### src/rtl/i2cbm_pkg.sv
package i2cbm_pkg;

	// Command codes; codes 6 and 7 carry no meaning and are treated as no command
	typedef enum logic [2:0] {
		OP_NONE    = 3'd0,
		OP_START   = 3'd1,
		OP_STOP    = 3'd2,
		OP_WRITE   = 3'd3,
		OP_WAITACK = 3'd4,
		OP_READ    = 3'd5
	} op_t;

	// Step within a command sequence
	typedef enum logic [2:0] {
		PH_0 = 3'd0,
		PH_1 = 3'd1,
		PH_2 = 3'd2,
		PH_3 = 3'd3,
		PH_4 = 3'd4
	} phase_t;

	// Configuration register indexes
	localparam logic CFG_DELAY_TICKS = 1'b0;
	localparam logic CFG_ACK_TIMEOUT = 1'b1;

	localparam int DELAY_W = 16;
	localparam int TMO_W   = 8;

	localparam logic [DELAY_W-1:0] DELAY_TICKS_RST = 16'd1;
	localparam logic [TMO_W-1:0]   ACK_TIMEOUT_RST = 8'd250;

endpackage

### src/rtl/i2c_bit_level_master.sv
// Channel  Direction  Handshake             Payload
// in       to block   in_valid / in_stall   op, tx_byte, send_ack, sda_in (one bus tick)
// out      from block out_valid / out_stall scl_level, sda_pull_low, busy_res, done_res,
//                                           rx_byte, nack
// cfg      to block   cfg_we                cfg_index, cfg_data
//
// One tick per clock cycle while in_stall is low: the bus state advances and the
// result register loads at the same edge that accepts a tick. The result register is
// the only stage; in_stall is high only while a result is held and out_stall is high.
// arst_n clears the bus state to idle with both lines released, and restores
// delay_ticks to 1 and ack_timeout to 250.
module i2c_bit_level_master (
	input  logic        clk,
	input  logic        arst_n,

	input  logic        in_valid,
	output logic        in_stall,
	input  logic [2:0]  op,
	input  logic [7:0]  tx_byte,
	input  logic        send_ack,
	input  logic        sda_in,

	output logic        out_valid,
	input  logic        out_stall,
	output logic        scl_level,
	output logic        sda_pull_low,
	output logic        busy_res,
	output logic        done_res,
	output logic [7:0]  rx_byte,
	output logic        nack,

	input  logic        cfg_we,
	input  logic        cfg_index,
	input  logic [15:0] cfg_data
);

	// Configuration registers
	logic [i2cbm_pkg::DELAY_W-1:0] delay_ticks_q;
	logic [i2cbm_pkg::TMO_W-1:0]   ack_timeout_q;

	// Bus sequencer state
	i2cbm_pkg::op_t                cmd_q, cmd_d;
	i2cbm_pkg::phase_t             phase_q, phase_d;
	logic [2:0]                    bit_q, bit_d;
	logic [7:0]                    shift_q, shift_d;
	logic [i2cbm_pkg::DELAY_W-1:0] delay_q, delay_d;
	logic [i2cbm_pkg::TMO_W-1:0]   poll_q, poll_d;
	logic                          scl_q, scl_d;
	logic                          sda_q, sda_d;
	logic                          ack_q, ack_d;
	logic [7:0]                    rx_q, rx_d;
	logic                          nack_q, nack_d;

	// Result register
	logic                          out_valid_q;
	logic                          res_scl_q, res_sda_low_q, res_busy_q, res_done_q;
	logic [7:0]                    res_rx_q;
	logic                          res_nack_q;
	logic                          res_busy_d;

	logic                          accept;
	logic                          run;
	logic                          done;
	logic [i2cbm_pkg::DELAY_W-1:0] dly_load;
	logic                          op_valid;

	assign in_stall = out_valid_q & out_stall;
	assign accept   = in_valid & ~in_stall;
	assign dly_load = (delay_ticks_q == '0) ? i2cbm_pkg::DELAY_W'(1) : delay_ticks_q;
	assign op_valid = (op >= 3'(i2cbm_pkg::OP_START)) && (op <= 3'(i2cbm_pkg::OP_READ));

	// Configuration writes
	always_ff @(posedge clk or negedge arst_n) begin
		if (!arst_n) begin
			delay_ticks_q <= i2cbm_pkg::DELAY_TICKS_RST;
			ack_timeout_q <= i2cbm_pkg::ACK_TIMEOUT_RST;
		end else if (cfg_we) begin
			unique case (cfg_index)
				i2cbm_pkg::CFG_DELAY_TICKS: delay_ticks_q <= cfg_data;
				i2cbm_pkg::CFG_ACK_TIMEOUT: ack_timeout_q <= cfg_data[i2cbm_pkg::TMO_W-1:0];
				default: ;
			endcase
		end
	end

	// Next state: command load, delay countdown, then one sequence step
	always_comb begin
		cmd_d   = cmd_q;
		phase_d = phase_q;
		bit_d   = bit_q;
		shift_d = shift_q;
		delay_d = delay_q;
		poll_d  = poll_q;
		scl_d   = scl_q;
		sda_d   = sda_q;
		ack_d   = ack_q;
		rx_d    = rx_q;
		nack_d  = nack_q;
		run     = 1'b0;
		done    = 1'b0;

		if (cmd_q == i2cbm_pkg::OP_NONE) begin
			if (op_valid) begin
				cmd_d   = i2cbm_pkg::op_t'(op);
				phase_d = i2cbm_pkg::PH_0;
				bit_d   = '0;
				poll_d  = '0;
				delay_d = '0;
				shift_d = (op == 3'(i2cbm_pkg::OP_WRITE)) ? tx_byte : 8'd0;
				ack_d   = send_ack;
				run     = 1'b1;
			end
		end else if (delay_q > i2cbm_pkg::DELAY_W'(1)) begin
			delay_d = delay_q - i2cbm_pkg::DELAY_W'(1);
		end else begin
			run = 1'b1;
		end

		if (run) begin
			unique case (cmd_d)
				i2cbm_pkg::OP_START: begin
					priority case (phase_d)
						i2cbm_pkg::PH_0: begin
							sda_d = 1'b1; scl_d = 1'b1;
							phase_d = i2cbm_pkg::PH_1; delay_d = dly_load;
						end
						i2cbm_pkg::PH_1: begin
							sda_d = 1'b0;
							phase_d = i2cbm_pkg::PH_2; delay_d = dly_load;
						end
						i2cbm_pkg::PH_2: begin
							scl_d = 1'b0;
							phase_d = i2cbm_pkg::PH_3; delay_d = dly_load;
						end
						default: done = 1'b1;
					endcase
				end
				i2cbm_pkg::OP_STOP: begin
					priority case (phase_d)
						i2cbm_pkg::PH_0: begin
							scl_d = 1'b0; sda_d = 1'b0;
							phase_d = i2cbm_pkg::PH_1; delay_d = dly_load;
						end
						i2cbm_pkg::PH_1: begin
							scl_d = 1'b1;
							phase_d = i2cbm_pkg::PH_2; delay_d = dly_load;
						end
						default: begin
							sda_d = 1'b1;
							done  = 1'b1;
						end
					endcase
				end
				i2cbm_pkg::OP_WRITE: begin
					priority case (phase_d)
						i2cbm_pkg::PH_0: begin
							sda_d = shift_d[7]; scl_d = 1'b1;
							phase_d = i2cbm_pkg::PH_1; delay_d = dly_load;
						end
						i2cbm_pkg::PH_1: begin
							scl_d   = 1'b0;
							shift_d = {shift_d[6:0], 1'b0};
							delay_d = dly_load;
							if (bit_d == 3'd7) begin
								// last bit: release SDA for the acknowledge
								sda_d   = 1'b1;
								phase_d = i2cbm_pkg::PH_2;
							end else begin
								bit_d   = bit_d + 3'd1;
								phase_d = i2cbm_pkg::PH_0;
							end
						end
						default: done = 1'b1;
					endcase
				end
				i2cbm_pkg::OP_WAITACK: begin
					priority case (phase_d)
						i2cbm_pkg::PH_0: begin
							sda_d = 1'b1;
							phase_d = i2cbm_pkg::PH_1; delay_d = dly_load;
						end
						i2cbm_pkg::PH_1: begin
							scl_d = 1'b1;
							phase_d = i2cbm_pkg::PH_2; delay_d = dly_load;
						end
						i2cbm_pkg::PH_2: begin
							// poll once per tick
							if (!sda_in) begin
								scl_d  = 1'b0;
								nack_d = 1'b0;
								done   = 1'b1;
							end else if (poll_d >= ack_timeout_q) begin
								// timed out: run a stop
								scl_d = 1'b0; sda_d = 1'b0;
								phase_d = i2cbm_pkg::PH_3; delay_d = dly_load;
							end else begin
								poll_d  = poll_d + i2cbm_pkg::TMO_W'(1);
								delay_d = '0;
							end
						end
						i2cbm_pkg::PH_3: begin
							scl_d = 1'b1;
							phase_d = i2cbm_pkg::PH_4; delay_d = dly_load;
						end
						default: begin
							sda_d  = 1'b1;
							nack_d = 1'b1;
							done   = 1'b1;
						end
					endcase
				end
				i2cbm_pkg::OP_READ: begin
					priority case (phase_d)
						i2cbm_pkg::PH_0: begin
							if (bit_d == 3'd0) sda_d = 1'b1;
							scl_d = 1'b0;
							phase_d = i2cbm_pkg::PH_1; delay_d = dly_load;
						end
						i2cbm_pkg::PH_1: begin
							scl_d   = 1'b1;
							shift_d = {shift_d[6:0], sda_in};
							delay_d = dly_load;
							if (bit_d == 3'd7) begin
								phase_d = i2cbm_pkg::PH_2;
							end else begin
								bit_d   = bit_d + 3'd1;
								phase_d = i2cbm_pkg::PH_0;
							end
						end
						i2cbm_pkg::PH_2: begin
							// ACK pulls SDA low, NACK releases it
							scl_d = 1'b0;
							sda_d = ~ack_d;
							phase_d = i2cbm_pkg::PH_3; delay_d = dly_load;
						end
						i2cbm_pkg::PH_3: begin
							scl_d = 1'b1;
							phase_d = i2cbm_pkg::PH_4; delay_d = dly_load;
						end
						default: begin
							scl_d = 1'b0;
							rx_d  = shift_d;
							done  = 1'b1;
						end
					endcase
				end
				default: done = 1'b1;
			endcase
		end

		if (done) begin
			cmd_d   = i2cbm_pkg::OP_NONE;
			phase_d = i2cbm_pkg::PH_0;
			delay_d = '0;
		end
	end

	// Result fields derived from the next state
	always_comb begin
		res_busy_d = (cmd_d != i2cbm_pkg::OP_NONE);
	end

	// Sequencer state advances once per accepted tick
	always_ff @(posedge clk or negedge arst_n) begin
		if (!arst_n) begin
			cmd_q   <= i2cbm_pkg::OP_NONE;
			phase_q <= i2cbm_pkg::PH_0;
			bit_q   <= '0;
			shift_q <= '0;
			delay_q <= '0;
			poll_q  <= '0;
			scl_q   <= 1'b1;
			sda_q   <= 1'b1;
			ack_q   <= 1'b0;
			rx_q    <= '0;
			nack_q  <= 1'b0;
		end else if (accept) begin
			cmd_q   <= cmd_d;
			phase_q <= phase_d;
			bit_q   <= bit_d;
			shift_q <= shift_d;
			delay_q <= delay_d;
			poll_q  <= poll_d;
			scl_q   <= scl_d;
			sda_q   <= sda_d;
			ack_q   <= ack_d;
			rx_q    <= rx_d;
			nack_q  <= nack_d;
		end
	end

	// Result register valid
	always_ff @(posedge clk or negedge arst_n) begin
		if (!arst_n) begin
			out_valid_q <= 1'b0;
		end else if (accept) begin
			out_valid_q <= 1'b1;
		end else if (!out_stall) begin
			out_valid_q <= 1'b0;
		end
	end

	// Result payload
	always_ff @(posedge clk) begin
		if (accept) begin
			res_scl_q     <= scl_d;
			res_sda_low_q <= ~sda_d;
			res_busy_q    <= res_busy_d;
			res_done_q    <= done;
			res_rx_q      <= rx_d;
			res_nack_q    <= nack_d;
		end
	end

	assign out_valid    = out_valid_q;
	assign scl_level    = res_scl_q;
	assign sda_pull_low = res_sda_low_q;
	assign busy_res     = res_busy_q;
	assign done_res     = res_done_q;
	assign rx_byte      = res_rx_q;
	assign nack         = res_nack_q;

endmodule
### config.mk
export PLATFORM = sky130hd
export DESIGN_NAME = i2c_bit_level_master
export DESIGN_NICKNAME = d
export VERILOG_FILES = /design/src/rtl/i2cbm_pkg.sv /design/src/rtl/i2c_bit_level_master.sv
export SDC_FILE = /design/constraint.sdc
export NUM_CORES = 1
export LEC_CHECK = 0
export BUFFER_PORTS_ARGS = -buffer_cell sky130_fd_sc_hd__buf_2
export CAP_MARGIN = 20
export CORE_ASPECT_RATIO = 2
export CORE_MARGIN = 2
export CORE_UTILIZATION = 54
export DETAILED_ROUTE_END_ITERATION = 8
export PLACE_DENSITY_LB_ADDON = 0.08
export SYNTH_ARGS = -nofsm -noshare
export SYNTH_HDL_FRONTEND = slang
export SYNTH_SLANG_ARGS = --single-unit
### constraint.sdc
create_clock -name clk -period 6.4 [get_ports clk]
set_input_delay 1.92 -clock clk [delete_from_list [all_inputs] [get_ports clk]]
set_output_delay 1.92 -clock clk [all_outputs]
set_load 0.01 [all_outputs]
**Yosys cells after proc, flatten, opt, wreduce, memory -nomap -nowiden**

Index checks and enable logic that the tools add are counted.
W data, S select, Z words.

- Memories kept: 0
- ROM bits: 0
- Bits in registers: 91
- Bits in writable memories: 0
- Logic and storage cells: 149
- Bits in latches: 0
- Bits of input ports: 35
- Output and inout bits: 15

- Mux-type cells: 90
- Div/mod/pow operators: 0
- Order comparisons: 4
- Add/subtract/negate cells: 3
- Bitwise logic cells: 6
- Equality and inequality tests: 11
- $mul: 0
- Shift operators: 0
- Reduce and logical (&&, ||, !) cells: 15

Operators with widths:

| cell | count |
|---|---|
| $mux W16 | 11 |
| $mux W8 | 16 |
| $pmux W16 S4 | 1 |
| $mux W3 | 15 |
| $pmux W16 S2 | 1 |
| $mux W1 | 24 |
| $pmux W3 S4 | 2 |
| $pmux W1 S2 | 11 |
| $gt A16 B1 Y1 const B | 1 |
| $logic_not A16 Y1 | 1 |
| $pmux W8 S2 | 1 |
| $sub A16 B1 Y16 const B | 1 |
| $eq A3 B2 Y1 const B | 5 |
| $pmux W3 S5 | 1 |
| $pmux W3 S2 | 2 |
| $pmux W1 S5 | 2 |
| $eq A3 B3 Y1 const B | 3 |
| $logic_not A3 Y1 | 3 |
| $pmux W3 S3 | 1 |
| $add A8 B1 Y8 const B | 1 |
| $ge A8 B8 Y1 | 1 |
| $reduce_or A2 Y1 | 4 |
| $eq A3 B1 Y1 const B | 2 |
| $reduce_or A3 Y1 | 2 |
| other kinds (12) | 17 |

**Depth between registers and ports, before layout**

Gate-level depths: netlist of run 1.

- Depth in word-level cells: 11
- Depth in mapped cells: 15
- Depth with buffers taken out: 11

**Worst setup path after synthesis of run 1**

OpenSTA, ideal clock, no wires.

- Path kind: input -> register
- From: in op[1]
- To: reg res_scl_q (netlist: scl_level), data pin
- Slack: 1.046 ns
- Arrival: 5.094 ns
- Required time: 6.140 ns
- Setup time: 0.260 ns
- Path buffers: 3
- Cell stages on the path: 14
- Cells stage by stage: buf_6 -> or3_1 -> buf_2 -> nand3_2 -> clkbuf_1 -> nand2_1 -> ha_1 -> nand2b_1 -> a21oi_1 -> o311ai_0 -> a21o_1 -> o2111ai_1 -> a221o_1 -> mux2_2

- Longest elaborated chain between the ends: 10
- Elaborated cells between the ends (all ways): 31
- Classes of those cells: order compare: 3; eq/ne: 8; mux: 17; reduce/logical: 3

RTL lines:

| what | line | text |
|---|---|---|
| from (decl) | i2c_bit_level_master.sv:18 | `input logic [2:0] op,` |
| $ge A3 B1 Y1 / $le A3 B3 Y1 (equally long branches) | i2c_bit_level_master.sv:70 | `assign op_valid = (op >= 3'(i2cbm_pkg::OP_START)) && (op <= 3'(i2cbm_pkg::OP_READ));` |
| $logic_and A1 B1 Y1 | i2c_bit_level_master.sv:70 |  |
| $mux W8 | i2c_bit_level_master.sv:103 | `if (op_valid) begin` |
| $mux W8 | i2c_bit_level_master.sv:102 | `if (cmd_q == i2cbm_pkg::OP_NONE) begin` |
| $ge A8 B8 Y1 | i2c_bit_level_master.sv:192 | `end else if (poll_d >= ack_timeout_q) begin` |
| $mux W1 | i2c_bit_level_master.sv:192 |  |
| $mux W1 | i2c_bit_level_master.sv:188 | `if (!sda_in) begin` |
| $pmux W1 S2 | i2c_bit_level_master.sv:177 | `priority case (phase_d)` |
| $pmux W1 S5 | i2c_bit_level_master.sv:120 | `unique case (cmd_d)` |
| $mux W1 * | i2c_bit_level_master.sv:119 | `if (run) begin` |
| named net scl_d | i2c_bit_level_master.sv:48 | `logic scl_q, scl_d;` |
| to (signal assigned) | i2c_bit_level_master.sv:306 | `res_scl_q <= scl_d;` |
| to (decl) | i2c_bit_level_master.sv:56 | `logic res_scl_q, res_sda_low_q, res_busy_q, res_done_q;` |

Mark *: on every way through the listed nets, which the timed path passes. The rest lies on a longest branch.
A chain may end at the register's enable or synchronous reset.

**Worst setup path after layout of run 1**

Ends and elaborated chain as after synthesis.

==> reports/results.ini, run 1 <==
[run_status]
status=completed

[worst_setup_path]
cp.required_ns=6.50
slowest_stage=o311ai_0
critPathMaxFanout=11
cp_slowest_stage_delay_ns=0.84
rr_worst_depth=12
cp.depth=12
r2r-end=scl_level
r2r-start=cmd_q[1]
critPathBufInv=1
endpoint_kind=flip-flop
critPathLaunch=op[1]
crit_end=scl_level
reg2reg_setup_slack_ns=2.42
critPathTopFamily=compound AO/OA/AOI/OAI gates
cp_data_arrival_time_ns=5.29
crit_chain=buf_2, or3_1, nand3_2, and2_1, ha_1, o21a_1, a21oi_1, o311ai_0, a21o_1, o2111ai_1, a221o_1, mux2_2
crit_type=in -> reg
start_kind=primary input

[power_and_ir_drop]
vdd_ir_drop_max_mv=0.2845
leakage_nw=2.613
cellPowerDensity_nw_per_um2=396.0

[floorplan]
rows=53
initial_core_util_pct=54.97
dieWidth_um=76.80
pin_count=50
dieArea_um2=11490
die-height_um=149.6
coreArea_um2=10410

[logic_synthesis]
syn_avg_cell_area_um2=9.367
yosys.area.top_type=dfrtp_1
netlist.area_leader.share_pct=30.17
synthTopCellsByCount=dfrtp_1, nand2_1, o21ai_0, mux2_2, nor2_1
async_flop_share_pct=85.71
synth_edf_count=13
synth_nets=659
seq_area_frac_synth_pct=41.12
syn-cell-area_um2=5723
yosys_warnings=0
synth_top_cells_by_area=dfrtp_1, mux2_2, edfxtp_1, nand2_1, dfstp_2
synthDistinctLibCells=76
synth_seq_cells=91
synth-main-ff-cell=dfrtp_1
synth_cells=611

[flow_run]
maxCapViolCount=0

[global_route]
grt_pass1_wl_um=26700
grt_pass1_vias=5069
grt_max_degree=79
grt_overflow_total=0
track_usage_pct=30.27
antenna_found_initial=0

[cells_and_area]
multi_input_area_um2=3110
seqCellArea_um2=2354
drive_gt1_share_pct=22.34
finalNetCount=692
num_antenna_cells=0
final.fill_count=937
areaGrowthSynthToFinish_pct=10.69

[detailed_routing]
wl_met3_um=671
drtIter0Drc=481
highest-signal-layer=met4
met1_length_um=6010
totalWireLength_um=16930
wl_per_cell_um=21.54
ant_nets=0
vias=5061
dr.pass1.iters=5
dr_wl_met2_um=9072
via_per_inst=6.439
drc=0

[timing]
fin_crit_sh_pct=81.21
tns_ns=0
slew_headroom_pct=31.00
postLayoutSetupSlackWorst_ns=1.203
fin_skew_ns=0.009618
rsz0062_at_grt=false
max_freq_mhz=192.4
tightest_slew_ns=1.033
period_needed_ns=5.197
setup-violations-final=0
final-hold-violation-count=0
finalMaxSlewViolations=0

[clock_tree]
cts-resized-gates=0
insertion_delay_ns=0.35
clockBufferDepth=2
cts_buffers=9
htree_levels=3
clk_pin_slew_ns=0.07
cts_setup_buffers=0
cts-hold-fix-buffers=0
cts-root-buf=clkbuf_16
cts_tree=yes
cts.sinks=91

[place]
io_buffers=49
globalplace.congestion=0.9588
hpwl_um=12270
place_ws_ns=0.9033

[min_path]
hold_path_class=reg -> reg

==> placed cells by master, fill, tap and decap left out, types with 5 or more instances in the layout <==
master      n
dfstp_2     9
o21ai_0    45
ha_1       13
or2_2       5
or4_1       6
xor2_1      6
or3_1       6
dfrtp_1    69
mux2_2     41
nand3_1     8
a31oi_1    11
buf_4       8
a211oi_1    7
clkbuf_16   9
and2_1     11
nor4_1     11
nor2_1     37
a22oi_1    10
inv_1      23
nor3_1     12
nand4_1     9
and3_1      6
edfxtp_1   13
buf_2      48
o31ai_1     7
nand2b_1    9
nor2b_1     7
a21oi_1    29
mux2i_1    10
nand2_1    69
o21ai_1     7
==> flip-flops by register name (all words and copies together) (netlist names), 3 cells and up, named ones only <==
| register | cells |
|---|---|
| delay_q | 16 |
| cmd_q | 3 |
| poll_q | 8 |
| ack_timeout_q | 8 |
| bit_q | 3 |
| phase_q | 3 |
| rx_byte | 8 |
| shift_q | 8 |
| delay_ticks_q | 16 |
| rx_q | 8 |
==> where the power goes <==
| part | switching (mW) | total (mW) | internal (mW) |
|---|---|---|---|
| clock | 0.248 | 0.520 | 0.273 |
| sequential | 0.178 | 0.903 | 0.726 |
| combinational | 0.683 | 1.09 | 0.402 |
| total | 1.11 | 2.51 | 1.40 |
==> layout make-up <==
class	count	share of cell area, %
Clock buffer	10	3.614
Clock inverter	6	0.8295
Inverter	24	1.422
Multi-Input combinational cell	461	49.10
Sequential cell	91	37.15
Tap cell	137	2.706
Timing Repair Buffer	57	5.175
==> cell families (layout without fill, tap and decap cells) <==
logic type | Yosys count | in the layout | synth area share, %
AOI/OAI and AO/OA | 176 | 176 | 20.90
xor gates and xnor gates | 9 | 9 | 1.377
adders and majority gates | 13 | 13 | 2.842
buffers and inverters | 59 | 97 | 4.656
DFF | 91 | 91 | 41.12
muxes | 51 | 51 | 9.816
and+or+nand+nor | 212 | 212 | 19.28
==> worst min path at each step <==
stage | to | from | slack (ns) | depth (start not counted)
floorplan | poll_q[7] | poll_q[7] | 0.44 | 1
global placement | shift_q[6] | shift_q[6] | 0.47 | 2
CTS | shift_q[6] | shift_q[6] | 0.49 | 2
finish | shift_q[6] | shift_q[6] | 0.49 | 2
detailed placement | shift_q[6] | shift_q[6] | 0.47 | 2
global route | shift_q[6] | shift_q[6] | 0.51 | 2
==> through the flow <==
step                total power, mW  utilization [%]  area [µm²]  hold WS [ns]  cells
floorplan                     1.650                -        5723        0.4398    611
global placement              1.939            57.88        6026        0.4657    769
detailed placement            1.962            57.88        6026        0.4707    769
CTS                           2.490            60.58        6307        0.4856    785
global route                  2.656            60.85        6335        0.5113    786
finish                        2.509            60.85        6335        0.4852    786
==> per-layer routing <==
| metal | track usage, % | vias to the layer above |
|---|---|---|
| li1 | - | 2338 |
| met1 | 32.42 | 2423 |
| met2 | 54.91 | 215 |
| met3 | 4.041 | 85 |
| met4 | 19.82 | 0 |
| met5 | 0 | - |
==> worst reg2reg max path, stage by stage, from the launching register on <==
cell       delay [ns]
dfrtp_1          0.52
nor3_2           0.20
buf_4            0.23
nand3_2          0.21
and2_1           0.26
ha_1             0.27
o21a_1           0.13
a21oi_1          0.08
o311ai_0         0.84
a21o_1           0.22
o2111ai_1        0.13
a221o_1          0.39
mux2_2           0.27
Power figures use the tool's default switching activity.
==> inputs of run 2 (changes only) <==
Clock period 6.4 ns to 4.8 ns, I/O delays scaled along.
==> reports/results.ini, run 2 (synthesis results as in run 1) <==
[run_status]
status=completed

[floorplan]
coreArea_um2=10410  ; unchanged
die-height_um=149.6  ; unchanged
dieArea_um2=11490  ; unchanged
initial_core_util_pct=54.97  ; unchanged
dieWidth_um=76.80  ; unchanged
rows=53  ; unchanged
pin_count=50  ; unchanged

[cells_and_area]
layout.cells.non_filler=795  ; +1.1%
num_antenna_cells=0  ; unchanged
final_util_pct=61.96  ; +1.1 points
finalNetCount=701  ; +1.3%
final.fill_count=888  ; -5.2%
areaGrowthSynthToFinish_pct=12.72
multi_input_area_um2=3103  ; -0.24%
final_cell_mix=nand2_1, dfrtp_1, buf_2, o21ai_0, mux2_2
seqCellArea_um2=2354  ; unchanged
top_regs=delay_q (16), delay_ticks_q (16)
drive_gt1_share_pct=23.10  ; +0.76 points

[clock_tree]
cts_buffers=9  ; unchanged
insertion_delay_ns=0.35  ; about the same
cts.sinks=91  ; unchanged
cts-root-buf=clkbuf_16
cts_setup_buffers=0  ; unchanged
clockBufferDepth=2  ; unchanged
clk_pin_slew_ns=0.06  ; about the same
cts-resized-gates=0  ; unchanged
cts_tree=yes
htree_levels=3  ; unchanged
cts-hold-fix-buffers=0  ; unchanged

[power_and_ir_drop]
p_seq_share_pct=34.7  ; -1.3 points
switching_power_mw=1.449  ; +31%
combPwrFrac_pct=42.0  ; -1.3 points
vdd_ir_drop_max_mv=0.2910  ; +2.3%
p_int_mw=2.020  ; +44%
cellPowerDensity_nw_per_um2=537.7  ; +36%
clkPwrFrac_pct=23.3  ; +2.6 points
p_sw_share_pct=41.78  ; -2.4 points
leakage_nw=2.677  ; +2.4%

[timing]
fin_crit_sh_pct=89.38
tns_ns=0  ; unchanged
period_needed_ns=4.290
fin_skew_ns=0.008391  ; -0.001228 ns
finalMaxSlewViolations=0  ; unchanged
slew_headroom_pct=26.78  ; -4.2 points
tightest_slew_ns=1.096  ; +0.06325 ns
rsz0062_at_grt=false
max_freq_mhz=233.1
setup-violations-final=0  ; unchanged
final-hold-violation-count=0  ; unchanged

[flow_run]
maxCapViolCount=0  ; unchanged

[worst_setup_path]
critPathBufInv=1  ; unchanged
critPathMaxFanout=11  ; unchanged
r2r-start=cmd_q[0]
endpoint_kind=flip-flop
critPathTopFamily=compound AO/OA/AOI/OAI gates
cp.required_ns=4.90  ; -1.60 ns
crit_type=in -> reg
start_kind=primary input
slowest_stage=o311ai_1
crit_chain=buf_2, or3_1, nand3_2, and2_1, ha_1, o21a_1, a21oi_1, o311ai_1, a21o_1, o2111ai_1, a221o_1, mux2_2
cp_slowest_stage_delay_ns=0.58  ; -0.26 ns
cp_data_arrival_time_ns=4.39  ; -0.90 ns
critPathLaunch=op[1]

[min_path]
hp-start=shift_q[6]
hold_path_class=reg -> reg

[global_route]
track_usage_pct=30.63  ; +0.37 points
grt_max_degree=79  ; unchanged
grt_pass1_vias=5122  ; +1.0%
grt_overflow_total=0  ; unchanged
grt_pass1_wl_um=26900  ; +0.75%
antenna_found_initial=0  ; unchanged

[place]
hpwl_um=12380  ; +0.94%
globalplace.congestion=0.9916  ; +3.4%
io_buffers=49  ; unchanged
dp.cells=778  ; +1.2%

[detailed_routing]
via_per_inst=6.416  ; -0.35%
ant_nets=0  ; unchanged
drtIter0Drc=466  ; -3.1%
totalWireLength_um=16790  ; -0.85%
drc=0  ; unchanged
vias=5101  ; +0.79%
wl_per_cell_um=21.12  ; -2.0%
dr.pass1.iters=8  ; +3

[run 2: cell count changes in the layout (fill, tap and decap cells not counted), sizes merged]
cell,previous run,this run
inv,30,26
clkbuf,10,12
buf,57,66
bufinv,0,2
[run 2: final timing paths]
kind / depth (start not counted) / to / slack, ns
min in group asynchronous: 1 / rx_q[3] / 1.01
worst min register to register: 2 / shift_q[6] / 0.49
worst max-delay path: 12 / scl_level / 0.51
worst min-delay path: 2 / shift_q[6] / 0.49
worst max register to register: 11 / scl_level / 1.19
max in group asynchronous: 2 / ack_timeout_q[3] / 3.15
[run 2: per-layer routing]
metal	vias up	part of all wire, %	global-route usage (%)	routed length, µm
met5	-	0	0	0
met4	0	5.5	17.64	929
met3	64	4.2	4.704	713
met2	209	55	57.50	9172
met1	2465	36	31.74	5975
li1	2363	-	-	-
[run 2: worst reg2reg max path: stages (launching register included)]
cell       delay (ns)
dfrtp_1          0.51
nor3_2           0.28
nand3_2          0.24
and2_1           0.26
ha_1             0.28
o21a_1           0.12
a21oi_1          0.08
o311ai_1         0.58
a21o_1           0.21
o2111ai_1        0.14
a221o_1          0.38
mux2_2           0.27
[run 2: power by group through the flow]
stage	Sequential [mW]	Combinational (mW)	Clock, mW
detailed placement	1.21	1.42	0
CTS	1.20	1.43	0.813
floorplan	1.09	1.11	0
global placement	1.20	1.40	0
global route	1.23	1.59	0.847
finish	1.20	1.46	0.807
[run 2: area by class of cell]
class	count	share of cell area [%]
Timing Repair Buffer	66	6.129
Clock inverter	4	1.241
Multi-Input combinational cell	461	48.10
Tap cell	137	2.657
Sequential cell	91	36.48
Clock buffer	12	3.995
Inverter	24	1.396
[run 2: stage by stage]
stage               setup WS, ns  cell area [µm²]  hold WS [ns]  power [mW]
detailed placement        0.1758             6086        0.4715       2.628
global placement          0.2242             6086        0.4639       2.602
CTS                       0.5239             6424        0.4859       3.438
finish                    0.5100             6451        0.4864       3.469
global route              0.3201             6451        0.5231       3.671
floorplan                 0.1241             5723        0.4398       2.200
==> inputs of run 3 (changes only) <==
Settings changed: CELL_PAD_IN_SITES_DETAIL_PLACEMENT set to 1, CELL_PAD_IN_SITES_GLOBAL_PLACEMENT set to 1, CORE_UTILIZATION 54 to 47.
==> reports/results.ini, run 3 (synthesis results as in run 1) <==
[run_status]
status=completed

[power_and_ir_drop]
p_sw_share_pct=42.89  ; +1.1 points
switching_power_mw=1.492  ; +2.9%
leakage_nw=2.677  ; about the same
combPwrFrac_pct=43.5  ; +1.5 points
p_seq_share_pct=34.7  ; about the same
p_int_mw=1.987  ; -1.6%
vdd_ir_drop_max_mv=0.2917  ; +0.27%
cellPowerDensity_nw_per_um2=538.8  ; +0.20%
clkPwrFrac_pct=21.8  ; -1.5 points

[detailed_routing]
drtIter0Drc=331  ; -29%
drc=0  ; unchanged
ant_nets=0  ; unchanged
vias=5130  ; +0.57%
dr.pass1.iters=7  ; -1
totalWireLength_um=17800  ; +6.0%
via_per_inst=6.333  ; -1.3%
wl_per_cell_um=21.97  ; +4.0%

[place]
place_area_um2=6143  ; +0.95%
io_buffers=49  ; unchanged
hpwl_um=12840  ; +3.7%
dp.cells=794  ; +2.1%
globalplace.congestion=0.9043  ; -8.8%

[clock_tree]
cts.sinks=91  ; unchanged
htree_levels=3  ; unchanged
cts_buffers=9  ; unchanged
insertion_delay_ns=0.35  ; about the same
clockBufferDepth=2  ; unchanged
cts_setup_buffers=0  ; unchanged
clk_pin_slew_ns=0.06  ; about the same
cts_tree=yes
cts-root-buf=clkbuf_16
cts-resized-gates=0  ; unchanged
cts-hold-fix-buffers=0  ; unchanged

[timing]
finalMaxSlewViolations=0  ; unchanged
fin_skew_ns=0.008614  ; +0.0002236 ns
slew_headroom_pct=36.51  ; +9.7 points
setup-violations-final=0  ; unchanged
final-hold-violation-count=0  ; unchanged
rsz0062_at_grt=false
max_freq_mhz=240.4  ; +3.1%
fin_crit_sh_pct=86.65  ; -2.7 points
tns_ns=0  ; unchanged
period_needed_ns=4.159  ; -0.1306 ns
tightest_slew_ns=0.9507  ; -0.1457 ns

[global_route]
grt_max_degree=60  ; -24%
grt_pass1_wl_um=28880  ; +7.4%
grt-busiest-layer=met2
met3_usage_pct=4.011  ; -0.69 points
grt_overflow_total=0  ; unchanged
track_usage_pct=28.92  ; -1.7 points
use_met2_pct=47.45  ; -10 points
met1_usage_pct=37.76  ; +6.0 points
antenna_found_initial=0  ; unchanged
grt_pass1_vias=5301  ; +3.5%

[worst_setup_path]
r2r-end=poll_q[7]
start_kind=primary input
rr_worst_depth=13  ; +2
reg2reg_setup_slack_ns=1.10  ; -0.09 ns
crit_type=in -> reg
cp.required_ns=5.06  ; +0.16 ns
endpoint_kind=flip-flop
cp_data_arrival_time_ns=4.42  ; +0.03 ns
critPathMaxFanout=11  ; unchanged
r2r-start=cmd_q[1]

[min_path]
hold_path_class=reg -> reg
worstHoldEndpoint=shift_q[0]
hold_depth=2  ; unchanged
hp-start=shift_q[0]

[floorplan]
initial_core_util_pct=47.77  ; -7.2 points
coreArea_um2=11980  ; +15%
die-height_um=160.1  ; +7.0%
dieArea_um2=13130  ; +14%
dieWidth_um=82.03  ; +6.8%
pin_count=50  ; unchanged
rows=57  ; +7.5%

[flow_run]
maxCapViolCount=0  ; unchanged

[cells_and_area]
num_antenna_cells=0  ; unchanged
top_regs=delay_q (16), delay_ticks_q (16)
fin_area_um2=6456  ; about the same
final_cell_mix=nand2_1, dfrtp_1, buf_2, o21ai_0, mux2_2
finalNetCount=706  ; +0.71%
drive_gt1_share_pct=23.68  ; +0.58 points
layout.cells.non_filler=810  ; +1.9%
final.fill_count=1404  ; +58%
areaGrowthSynthToFinish_pct=12.81  ; about the same

-- run 3: cell types whose count changed in the layout (fill, tap and decap cells not counted) --
| cell | delta |
|---|---|
| buf_16 | -1 |
| clkinvlp_4 | +1 |
| clkinv_4 | +1 |
| bufinv_16 | -1 |
| inv_8 | -1 |
| buf_4 | +6 |
| clkbuf_1 | -1 |
| clkinv_1 | +1 |
-- run 3: critical path, stage by stage --
cell	delay (ns)
buf_2	0.19
or3_1	0.19
nand3_2	0.19
and2_1	0.24
ha_1	0.20
or4_1	0.51
a21oi_1	0.21
o311ai_1	0.17
buf_4	0.18
nor4_1	0.33
nand4_1	0.16
nor2_1	0.18
mux2i_1	0.22
-- run 3: power groups by stage --
stage | registers [mW] | logic, mW | clock network [mW]
2_1_floorplan | 1.09 | 1.11 | 0
3_3_place_gp | 1.21 | 1.45 | 0
3_5_place_dp | 1.21 | 1.47 | 0
4_1_cts | 1.20 | 1.50 | 0.769
5_1_grt | 1.23 | 1.67 | 0.796
6_report | 1.21 | 1.51 | 0.759
-- run 3: final cells by class --
cell class                      instances  area [µm²]  area share (%)
Clock inverter                          5       58.81          0.9109
Tap cell                              147       183.9           2.849
Inverter                               24       90.09           1.395
Timing Repair Buffer                   71       412.9           6.395
Multi-Input combinational cell        461        3103           48.06
Clock buffer                           11       254.0           3.934
Sequential cell                        91        2354           36.45
-- run 3: through the flow --
| stage | utilization, % | power [mW] | hold slack [ns] | worst slack (ns) |
|---|---|---|---|---|
| floorplan | - | 2.200 | 0.4398 | 0.1241 |
| global placement | 51.27 | 2.655 | 0.4681 | 0.4579 |
| detailed placement | 51.27 | 2.687 | 0.4740 | 0.3595 |
| CTS | 53.88 | 3.467 | 0.4895 | 0.6449 |
| global route | 53.88 | 3.694 | 0.5202 | 0.2874 |
| finish | 53.88 | 3.479 | 0.4862 | 0.6406 |
-- run 3: how the worst max path moves through the flow --
stage | startpoint | endpoint | slack [ns] | cells after the start
finish | op[1] | poll_q[7] | 0.64 | 13
global route | op[1] | poll_q[7] | 0.29 | 13
CTS | op[1] | poll_q[7] | 0.64 | 13
detailed placement | op[1] | poll_q[7] | 0.36 | 13
global placement | op[1] | poll_q[7] | 0.46 | 13
floorplan | op[1] | scl_level | 0.12 | 14
-- run 3: layer usage --
metal | vias to the layer above | routed length (µm)
met3 | 42 | 650
li1 | 2381 | -
met4 | 0 | 651
met2 | 136 | 9059
met5 | - | 0
met1 | 2571 | 7438
